## config.mk

```make
export PLATFORM = sky130hd
export DESIGN_NAME = tree_leaf_path_length
export DESIGN_NICKNAME = d
export VERILOG_FILES = /design/src/tlpl_pkg.sv /design/src/tree_leaf_path_length.sv /design/src/tlpl_ram.sv
export SDC_FILE = /design/constraint.sdc
export NUM_CORES = 2
export LEC_CHECK = 0
export BUFFER_PORTS_ARGS = -buffer_cell sky130_fd_sc_hd__buf_2
export CORE_MARGIN = 3
export CORE_UTILIZATION = 63
export CTS_CLUSTER_DIAMETER = 200
export CTS_CLUSTER_SIZE = 8
export DETAILED_ROUTE_END_ITERATION = 6
export HOLD_SLACK_MARGIN = 0.06
export PLACE_DENSITY_LB_ADDON = 0.2
export SLEW_MARGIN = 20
export SYNTH_ARGS = -nofsm -noshare
export SYNTH_HDL_FRONTEND = slang
export SYNTH_HIERARCHICAL = 1
export SYNTH_SLANG_ARGS = --single-unit
```

## constraint.sdc

```tcl
create_clock -name clk -period 6.3 [get_ports clk]
set_input_delay 0.945 -clock clk [delete_from_list [all_inputs] [get_ports clk]]
set_output_delay 0.945 -clock clk [all_outputs]
set_load 0.01 [all_outputs]
```

## src/tlpl_pkg.sv

```systemverilog
package tlpl_pkg;

  localparam int ID_W           = 7;
  localparam int NUM_IDS        = 128;
  localparam int LUT_IDX_W      = 10;
  localparam int MAX_LEAVES_DEF = 64;
  localparam int UPC_W          = 4;

  localparam logic [ID_W-1:0] LC_RESET = 7'd2;

  typedef enum logic [2:0] {
    C_NEVER,
    C_ALWAYS,
    C_NO_ACC,
    C_QUERY,
    C_X_ROOT,
    C_N_BOUND,
    C_OUT_BUSY
  } cond_t;

  typedef enum logic [1:0] {
    XS_HOLD,
    XS_A,
    XS_B,
    XS_RDATA
  } x_sel_t;

  typedef enum logic [1:0] {
    RAM_READ,
    RAM_WR_L,
    RAM_WR_R
  } ram_op_t;

  typedef enum logic [1:0] {
    RES_NONE,
    RES_OK,
    RES_ERR
  } res_op_t;

  typedef struct packed {
    logic             accept;
    ram_op_t          ram_op;
    x_sel_t           x_sel;
    logic             v_clr;
    logic             n_clr;
    logic             n_inc;
    logic             lb_ld;
    logic             pos_wr;
    logic             hit_ld;
    logic             cmp;
    res_op_t          res_op;
    logic             out_ld;
    cond_t            cond;
    logic [UPC_W-1:0] target;
  } uword_t;

  localparam logic [UPC_W-1:0] U_IDLE  = 4'd0;
  localparam logic [UPC_W-1:0] U_DISP  = 4'd1;
  localparam logic [UPC_W-1:0] U_WR1   = 4'd2;
  localparam logic [UPC_W-1:0] U_WR2   = 4'd3;
  localparam logic [UPC_W-1:0] U_BLD   = 4'd4;
  localparam logic [UPC_W-1:0] U_BCHK  = 4'd5;
  localparam logic [UPC_W-1:0] U_BBND  = 4'd6;
  localparam logic [UPC_W-1:0] U_BSTEP = 4'd7;
  localparam logic [UPC_W-1:0] U_ALD   = 4'd8;
  localparam logic [UPC_W-1:0] U_ACHK  = 4'd9;
  localparam logic [UPC_W-1:0] U_ABND  = 4'd10;
  localparam logic [UPC_W-1:0] U_ASTEP = 4'd11;
  localparam logic [UPC_W-1:0] U_ACMP  = 4'd12;
  localparam logic [UPC_W-1:0] U_FIN   = 4'd13;
  localparam logic [UPC_W-1:0] U_ERR   = 4'd14;
  localparam logic [UPC_W-1:0] U_OUT   = 4'd15;

  // microprogram ROM; a false condition falls through to the next step
  function automatic uword_t ucode(input logic [UPC_W-1:0] pc);
    uword_t w;
    w = '0;
    case (pc)
      U_IDLE: begin
        w.accept = 1'b1;
        w.cond   = C_NO_ACC;
        w.target = U_IDLE;
      end
      U_DISP: begin
        w.cond   = C_QUERY;
        w.target = U_BLD;
      end
      U_WR1: begin
        w.ram_op = RAM_WR_L;
      end
      U_WR2: begin
        w.ram_op = RAM_WR_R;
        w.cond   = C_ALWAYS;
        w.target = U_IDLE;
      end
      U_BLD: begin
        w.x_sel = XS_B;
        w.n_clr = 1'b1;
        w.v_clr = 1'b1;
      end
      U_BCHK: begin
        w.cond   = C_X_ROOT;
        w.target = U_ALD;
      end
      U_BBND: begin
        w.cond   = C_N_BOUND;
        w.target = U_ERR;
      end
      U_BSTEP: begin
        w.x_sel  = XS_RDATA;
        w.pos_wr = 1'b1;
        w.n_inc  = 1'b1;
        w.cond   = C_ALWAYS;
        w.target = U_BCHK;
      end
      U_ALD: begin
        w.lb_ld = 1'b1;
        w.x_sel = XS_A;
        w.n_clr = 1'b1;
      end
      U_ACHK: begin
        w.cond   = C_X_ROOT;
        w.target = U_FIN;
      end
      U_ABND: begin
        w.cond   = C_N_BOUND;
        w.target = U_ERR;
      end
      U_ASTEP: begin
        w.x_sel  = XS_RDATA;
        w.hit_ld = 1'b1;
      end
      U_ACMP: begin
        w.cmp    = 1'b1;
        w.n_inc  = 1'b1;
        w.cond   = C_ALWAYS;
        w.target = U_ACHK;
      end
      U_FIN: begin
        w.res_op = RES_OK;
        w.cond   = C_ALWAYS;
        w.target = U_OUT;
      end
      U_ERR: begin
        w.res_op = RES_ERR;
      end
      U_OUT: begin
        w.out_ld = 1'b1;
        w.cond   = C_OUT_BUSY;
        w.target = U_OUT;
      end
      default: begin
        w.cond   = C_ALWAYS;
        w.target = U_IDLE;
      end
    endcase
    return w;
  endfunction

  // id -> table row, ids wrap modulo the table depth
  function automatic logic [NUM_IDS*LUT_IDX_W-1:0] mod_lut(input int unsigned depth);
    logic [NUM_IDS*LUT_IDX_W-1:0] r;
    int unsigned                  v;
    r = '0;
    for (int id = 0; id < NUM_IDS; id++) begin
      v = id;
      while (v >= depth) begin
        v = v - depth;
      end
      r[id*LUT_IDX_W +: LUT_IDX_W] = v[LUT_IDX_W-1:0];
    end
    return r;
  endfunction

endpackage

```

## src/tree_leaf_path_length.sv

```systemverilog
// Leaf-to-leaf path length in a rooted binary tree held as a parent table
// (2*MAX_LEAVES rows, ids wrap modulo that depth). A request with tuser 0
// records node_id as parent of both children; a request with
// tuser 1 walks leaf_b then leaf_a up to the root and returns the number of
// internal nodes between them, whether their lowest common ancestor is the
// root, and an error flag if a walk runs past 2*leaf_count-1 steps.
// A query is run by the microcoded sequencer stepping through the
// single-read-port parent table and the position table. One request is in
// work at a time; a new one is accepted while the previous result still
// waits at the output. leaf_count is written through cfg_wr_en/cfg_wr_data;
// the user must write it only while idle; the block does not enforce it.
module tree_leaf_path_length #(
  parameter int MAX_LEAVES = tlpl_pkg::MAX_LEAVES_DEF
) (
  input  logic        clk,
  input  logic        rst_n,

  input  logic        cfg_wr_en,
  input  logic [6:0]  cfg_wr_data,   // leaf_count

  input  logic        in_tvalid,
  output logic        in_tready,
  input  logic [39:0] in_tdata,      // node_id, left_child, right_child, leaf_a, leaf_b
  input  logic        in_tuser,      // req_type

  output logic        out_tvalid,
  input  logic        out_tready,
  output logic [7:0]  out_tdata,     // path_internal_nodes, ancestor_is_root
  output logic        out_tuser      // walk_error
);

  localparam int TDEPTH = 2 * MAX_LEAVES;
  localparam int AW     = $clog2(TDEPTH);
  localparam int NW     = (MAX_LEAVES >= 128) ? 8 : $clog2(TDEPTH);
  localparam int CNTW   = NW + 1;
  localparam int IW     = tlpl_pkg::ID_W;
  localparam logic [IW-1:0] LC_CAP = (MAX_LEAVES > 127) ? 7'd127 : IW'(MAX_LEAVES);
  localparam logic [tlpl_pkg::NUM_IDS*tlpl_pkg::LUT_IDX_W-1:0] MOD_LUT =
    tlpl_pkg::mod_lut(TDEPTH);

  function automatic logic [AW-1:0] tbl_idx(input logic [IW-1:0] id);
    return MOD_LUT[int'(id)*tlpl_pkg::LUT_IDX_W +: AW];
  endfunction

  function automatic logic [6:0] sat7(input logic [CNTW-1:0] v);
    logic [15:0] w;
    w = 16'(v);
    return (w > 16'd127) ? 7'd127 : w[6:0];
  endfunction

  tlpl_pkg::uword_t uw;

  logic [tlpl_pkg::UPC_W-1:0] upc_r, upc_nxt;
  logic [IW-1:0]  lc_r;
  logic [IW-1:0]  lc_eff;
  logic [7:0]     root;
  logic [7:0]     bound;

  logic           req_type_r;
  logic [IW-1:0]  node_r, left_r, right_r, a_r, b_r;
  logic [IW-1:0]  x_r, x_nxt;
  logic [NW-1:0]  n_r, lb_r;
  logic           found_r, hit_r;
  logic [CNTW-1:0] count_r;
  logic [tlpl_pkg::NUM_IDS-1:0] valid_r;

  logic [6:0]     res_cnt_r;
  logic           res_root_r, res_err_r;
  logic           out_tvalid_r;
  logic [7:0]     out_tdata_r;
  logic           out_tuser_r;

  logic           in_acc;
  logic           cond_true;
  logic           out_free;
  logic           rd_is_root;

  logic           par_we;
  logic [AW-1:0]  par_waddr;
  logic [IW-1:0]  par_rdata;
  logic           pos_we;
  logic [NW-1:0]  pos_rdata;

  logic [CNTW-1:0] chain_sum;
  logic [CNTW-1:0] hit_cnt;

  assign uw        = tlpl_pkg::ucode(upc_r);
  assign in_tready = uw.accept;
  assign in_acc    = in_tvalid && uw.accept;
  assign out_free  = !out_tvalid_r || out_tready;

  assign lc_eff = (lc_r < 7'd2) ? 7'd2 : ((lc_r > LC_CAP) ? LC_CAP : lc_r);
  assign root   = {1'b0, lc_eff} + 8'd1;
  assign bound  = {lc_eff, 1'b0} - 8'd1;

  assign rd_is_root = ({1'b0, par_rdata} == root);

  always_comb begin
    case (uw.cond)
      tlpl_pkg::C_NEVER:    cond_true = 1'b0;
      tlpl_pkg::C_ALWAYS:   cond_true = 1'b1;
      tlpl_pkg::C_NO_ACC:   cond_true = !in_acc;
      tlpl_pkg::C_QUERY:    cond_true = req_type_r;
      tlpl_pkg::C_X_ROOT:   cond_true = ({1'b0, x_r} == root);
      tlpl_pkg::C_N_BOUND:  cond_true = (8'(n_r) >= bound);
      tlpl_pkg::C_OUT_BUSY: cond_true = !out_free;
      default:              cond_true = 1'b1;
    endcase
    upc_nxt = cond_true ? uw.target : upc_r + 1'b1;
  end

  always_comb begin
    case (uw.x_sel)
      tlpl_pkg::XS_A:     x_nxt = a_r;
      tlpl_pkg::XS_B:     x_nxt = b_r;
      tlpl_pkg::XS_RDATA: x_nxt = par_rdata;
      default:            x_nxt = x_r;
    endcase
  end

  // parent table
  assign par_we    = (uw.ram_op != tlpl_pkg::RAM_READ);
  assign par_waddr = (uw.ram_op == tlpl_pkg::RAM_WR_L) ? tbl_idx(left_r) : tbl_idx(right_r);

  tlpl_ram #(
    .WIDTH (IW),
    .DEPTH (TDEPTH)
  ) u_parent (
    .clk   (clk),
    .we    (par_we),
    .waddr (par_waddr),
    .wdata (node_r),
    .raddr (tbl_idx(x_r)),
    .rdata (par_rdata)
  );

  // position of each node in leaf_b's chain
  assign pos_we = uw.pos_wr && !rd_is_root;

  tlpl_ram #(
    .WIDTH (NW),
    .DEPTH (tlpl_pkg::NUM_IDS)
  ) u_pos (
    .clk   (clk),
    .we    (pos_we),
    .waddr (par_rdata),
    .wdata (n_r),
    .raddr (par_rdata),
    .rdata (pos_rdata)
  );

  assign hit_cnt   = CNTW'(n_r) + CNTW'(pos_rdata) + CNTW'(1);
  assign chain_sum = CNTW'(n_r) + CNTW'(lb_r);

  always_ff @(posedge clk) begin
    if (!rst_n) begin
      upc_r        <= tlpl_pkg::U_IDLE;
      lc_r         <= tlpl_pkg::LC_RESET;
      valid_r      <= '0;
      found_r      <= 1'b0;
      out_tvalid_r <= 1'b0;
    end else begin
      upc_r <= upc_nxt;
      if (cfg_wr_en) begin
        lc_r <= cfg_wr_data;
      end
      if (uw.v_clr) begin
        valid_r <= '0;
      end else if (pos_we) begin
        valid_r[par_rdata] <= 1'b1;
      end
      if (uw.lb_ld) begin
        found_r <= 1'b0;
      end else if (uw.cmp && hit_r && !found_r) begin
        found_r <= 1'b1;
      end
      if (uw.out_ld && out_free) begin
        out_tvalid_r <= 1'b1;
      end else if (out_tready) begin
        out_tvalid_r <= 1'b0;
      end
    end
  end

  always_ff @(posedge clk) begin
    if (in_acc) begin
      req_type_r <= in_tuser;
      node_r     <= in_tdata[6:0];
      left_r     <= in_tdata[13:7];
      right_r    <= in_tdata[20:14];
      a_r        <= in_tdata[27:21];
      b_r        <= in_tdata[34:28];
    end
    x_r <= x_nxt;
    if (uw.n_clr) begin
      n_r <= '0;
    end else if (uw.n_inc) begin
      n_r <= n_r + 1'b1;
    end
    if (uw.lb_ld) begin
      lb_r <= n_r;
    end
    if (uw.hit_ld) begin
      hit_r <= valid_r[par_rdata] && !rd_is_root;
    end
    if (uw.cmp && hit_r && !found_r) begin
      count_r <= hit_cnt;
    end
    case (uw.res_op)
      tlpl_pkg::RES_OK: begin
        res_err_r <= 1'b0;
        if (a_r == b_r) begin
          res_cnt_r  <= 7'd0;
          res_root_r <= 1'b0;
        end else if (found_r) begin
          res_cnt_r  <= sat7(count_r);
          res_root_r <= 1'b0;
        end else begin
          res_cnt_r  <= (chain_sum == '0) ? 7'd0 : sat7(chain_sum - 1'b1);
          res_root_r <= 1'b1;
        end
      end
      tlpl_pkg::RES_ERR: begin
        res_cnt_r  <= 7'd0;
        res_root_r <= 1'b0;
        res_err_r  <= 1'b1;
      end
      default: begin
      end
    endcase
    if (uw.out_ld && out_free) begin
      out_tdata_r <= {res_root_r, res_cnt_r};
      out_tuser_r <= res_err_r;
    end
  end

  assign out_tvalid = out_tvalid_r;
  assign out_tdata  = out_tdata_r;
  assign out_tuser  = out_tuser_r;

endmodule

```

## src/tlpl_ram.sv

```systemverilog
module tlpl_ram #(
  parameter int WIDTH = 8,
  parameter int DEPTH = 128
) (
  input  logic                     clk,
  input  logic                     we,
  input  logic [$clog2(DEPTH)-1:0] waddr,
  input  logic [WIDTH-1:0]         wdata,
  input  logic [$clog2(DEPTH)-1:0] raddr,
  output logic [WIDTH-1:0]         rdata
);

  logic [WIDTH-1:0] mem_r [DEPTH];
  logic [WIDTH-1:0] rdata_r;

  always_ff @(posedge clk) begin
    if (we) begin
      mem_r[waddr] <= wdata;
    end
    rdata_r <= mem_r[raddr];
  end

  assign rdata = rdata_r;

endmodule
```

==> results_tabular.tex <==
\begin{tabular}{lr}
\hline
Metric & Value \\
\hline
\multicolumn{2}{l}{\textbf{Outcome}} \\
\quad Run status & completed \\
\multicolumn{2}{l}{\textbf{Worst setup path}} \\
\quad Critical-path top delay cell & nor2\_1 \\
\quad Largest driver fanout on the critical path & 28 \\
\quad Arrival time of the worst setup path & 6.00 ns \\
\quad Required time worst endpoint & 6.78 ns \\
\quad Kind of cell adding the most delay to the critical path & simple AND/OR/NAND/NOR gates \\
\quad Path type of the worst setup path & register to register \\
\quad Maximum cell stage delay along the critical path & 0.95 ns \\
\quad Worst Path Buf+Inv & 1 \\
\quad Worst-path cell chain & or3\_4 > o31ai\_4 > or2\_2 > inv\_1 > ha\_1 > and3\_1 > xnor2\_1 > o21ai\_0 > nor4b\_1 > o2111ai\_1 > and3\_4 > nor2b\_1 > nand2\_1 > nor2\_1 \\
\quad CP startpoint kind & register \\
\quad Endpoint type of the worst setup path & register \\
\multicolumn{2}{l}{\textbf{Timing}} \\
\quad Hold\_ws & 0.2525 ns \\
\quad Slew Limit Headroom & 0.2205 \\
\quad Setup repair after global routing missed its margin & no \\
\quad Clock period minus worst slack & 5.516 ns \\
\quad Final hold violation count & 0 \\
\quad Setup total negative slack & 0 ns \\
\quad Clock tree skew after final layout & 0.05768 ns \\
\quad Upper clock frequency limit & 181.3 MHz \\
\quad Total of endpoints with negative setup slack in the final report & 0 \\
\quad Part of the cycle the worst path needs & 0.8756 \\
\quad Smallest setup slack after layout & slightly below 0.8 ns \\
\quad Total count of max-transition violations in the final report & 0 \\
\quad Worst Tran Pin Value & 1.166 ns \\
\multicolumn{2}{l}{\textbf{Global routing}} \\
\quad Wire length of the first global-routing pass & 276.9 mm \\
\quad Largest net degree at the start of global routing & 136 \\
\quad Vias in the first global route & 41,770 \\
\quad Overall overflow remaining after global route & 0 \\
\quad Total Routing Usage GR & 0.2868 \\
\quad Number of antenna violations at the first check in global routing & 4 \\
\multicolumn{2}{l}{\textbf{Power}} \\
\quad Power density normalized to cell area & about 400 nW/um2 \\
\quad Worst ir drop on vdd & 0.3749 mV \\
\quad Static leakage & 0.02641 uW \\
\multicolumn{2}{l}{\textbf{Clock network}} \\
\quad CTS tree & done \\
\quad Deepest clock path buffer count & 4 \\
\quad Clock transition at the registers of the reported paths & $\sim$0.05 ns \\
\quad Buffer cell driving the clock tree root & clkbuf\_16 \\
\quad Number of hold buffers added after CTS & 0 \\
\quad Worst-Skew Late Latency & around 0.89 ns \\
\quad Inserted Clock Buffers & 303 \\
\quad Number of setup buffers added after CTS & 0 \\
\quad Number of resized instances in the post-cts repair step & 0 \\
\quad Level count of the clock H-tree & 5 \\
\quad Clk sink count & 2,031 \\
\multicolumn{2}{l}{\textbf{Floorplanning}} \\
\quad Core area & 126,100 um2 \\
\quad Die Width & 363.2 um \\
\quad Full die area & 131,900 um2 \\
\quad Height of the die & 363.2 um \\
\quad IO Count & 64 \\
\quad Number of cell rows & 130 \\
\quad Initial Util & 0.6375 \\
\multicolumn{2}{l}{\textbf{Yosys}} \\
\quad Biggest area consumer among synthesized cells & edfxtp\_1 \\
\quad Ys flop type & edfxtp\_1 \\
\quad Most frequent cells after synthesis & edfxtp\_1, mux4\_2, nor2\_1 \\
\quad Syn Std Cell Area & 80,360 um2 \\
\quad Biggest area contributors in the synthesized netlist & edfxtp\_1, mux4\_2, dfxtp\_1 \\
\quad Post-synthesis sequential area ratio & 0.7387 \\
\quad FF+latch count, synth & 2,031 \\
\quad Fraction of synthesis flops using an asynchronous set or reset pin & 0 \\
\quad Leading cell type by number of instances after synthesis & edfxtp\_1 \\
\quad Distinct cells, synth & 69 \\
\quad Mean Syn Cell Area & $\sim$21 um2 \\
\quad Synth warnings & 6 \\
\quad Number of flops mapped to enable cells by yosys & 1,869 \\
\quad Synth Instances & 3,882 \\
\quad Fraction of synthesized cell area taken by the top area cell type & 0.6984 \\
\quad Synthesized net count & a little under 4,000 \\
\multicolumn{2}{l}{\textbf{Run}} \\
\quad \# Max-Cap Violations & 0 \\
\multicolumn{2}{l}{\textbf{Place}} \\
\quad Detailed placer's ending HPWL & 102.6 mm \\
\quad Placer congestion estimate & 0.8094 \\
\quad Number of buffers added on ports & 58 \\
\quad Placement Setup Slack & between 0.9 and 1 ns \\
\multicolumn{2}{l}{\textbf{Finish}} \\
\quad Utilization after layout & 0.7169 \\
\quad Fraction of final layout cells with drive strength greater than 1 & 0.2682 \\
\quad Net count, final & 4,160 \\
\quad Growth of design area from synthesis to finish & 12.45\% \\
\multicolumn{2}{l}{\textbf{Route}} \\
\quad Routed metal-1 wirelength & 70.38 mm \\
\quad Detailed router's first-iteration violation count & roughly 5,400 \\
\quad Via count & 40,580 \\
\quad Wire length on met3 & 17.40 mm \\
\quad Top sig layer & met5 \\
\quad Router iterations before antenna repair & 5 \\
\quad DR vias/cell & $\sim$7 \\
\quad Post-DRT Antenna Nets & 0 \\
\quad Wirelength per Cell & 31.88 um \\
\quad Wirelength, routed & 184.7 mm \\
\quad \# DRC & 0 \\
\quad Met2 routed WL & 91.21 mm \\
\multicolumn{2}{l}{\textbf{Hold path}} \\
\quad Class of the tightest hold or removal check & input port to register \\
\hline
\end{tabular}
==> final cells by class <==
type	count	area, um2
clock inverters	5	51.30
fillers	7030	35690
well taps	1650	2064
diodes	1	2.502
multi-input cells	1593	19840
flip-flops and latches	2031	59410
inverters	17	63.81
clock buffers	366	7968
repair buffers	130	964.7
==> power breakdown <==
group	internal, uW	total, uW	switching [uW]
Combinational	2460	6190	3730
Clock	8700	13900	5240
Sequential	15200	15800	518
==> logic make-up (layout without fill, tap and decap cells) <==
group                    after synthesis  after routing  share of synthesized area
AND/OR/NAND/NOR                      571            571                    0.03210
adder cells (fa/ha/maj)               31             31                   0.005013
XOR/XNOR                              36             36                   0.003923
AO/OA/AOI/OAI                        299            299                    0.03036
multiplexers                         656            656                     0.1747
buffers and inverters                258            518                    0.01515
other                                  0              1                          0
flip-flops                          2031           2031                     0.7387
==> worst reg2reg max path: cells and delay by family (launching register included) <==
family | cells | cell delay [ns]
AND/OR/NAND/NOR | 8 | 3.63
buffers and inverters | 1 | 0.06
AO/OA/AOI/OAI | 3 | 0.55
adder cells (fa/ha/maj) | 1 | 0.24
XOR/XNOR | 1 | 0.22
flip-flops | 1 | 0.42
==> sequential cells by signal, indices dropped and copies added (netlist names), 8 cells and up <==
name / cells
out_tdata: 8
u_pos/mem_r: 896
u_parent/mem_r: 896
valid_r: 128
count_r: 8
==> layer usage <==
metal / global-route usage / vias to the layer above
li1: - / 16550
met1: 0.4139 / 21290
met3: 0.05349 / 415
met4: 0.09763 / 2
met5: 0 / -
met2: 0.4527 / 2323
==> cell usage in the layout, fill, tap and decap left out, drive strengths merged, types with 33 or more instances in the layout <==
cell	netlist	routed
edfxtp	1869	1869
mux4	594	594
clkbuf	145	366
nor2	297	297
dfxtp	162	162
a32o	130	130
buf	96	130
nand2	81	81
nor3	40	40
nor2b	39	39
o21ai	38	38
nand3	34	34
mux2	33	33
==> path summary, 6_finish.rpt <==
path / start / endpoint / slack, ns / cells past startpoint
worst max-delay path: lc_r[3]$_SDFFE_PN0P_ / u_pos/mem_r[66][5]$_DFFE_PP_ / 0.78 / 14
worst max register to register: lc_r[3]$_SDFFE_PN0P_ / u_pos/mem_r[66][5]$_DFFE_PP_ / 0.78 / 14
worst min-delay path: in_tdata[17] / right_r[3]$_DFFE_PP_ / 0.25 / 1
worst min register to register: res_cnt_r[2]$_SDFFCE_PP0P_ / out_tdata[2]$_DFFE_PP_ / 0.42 / 0
==> per-stage QoR <==
step                cells  instance area (um2)  total power [uW]
finish               5793                90370             35890
global route         5792                90370             37040
CTS                  5791                90280             36090
detailed placement   5420                82270             22140
global placement     5418                82220             22050
floorplan            3882                80360             20230
Power figures use the tool's default switching activity.
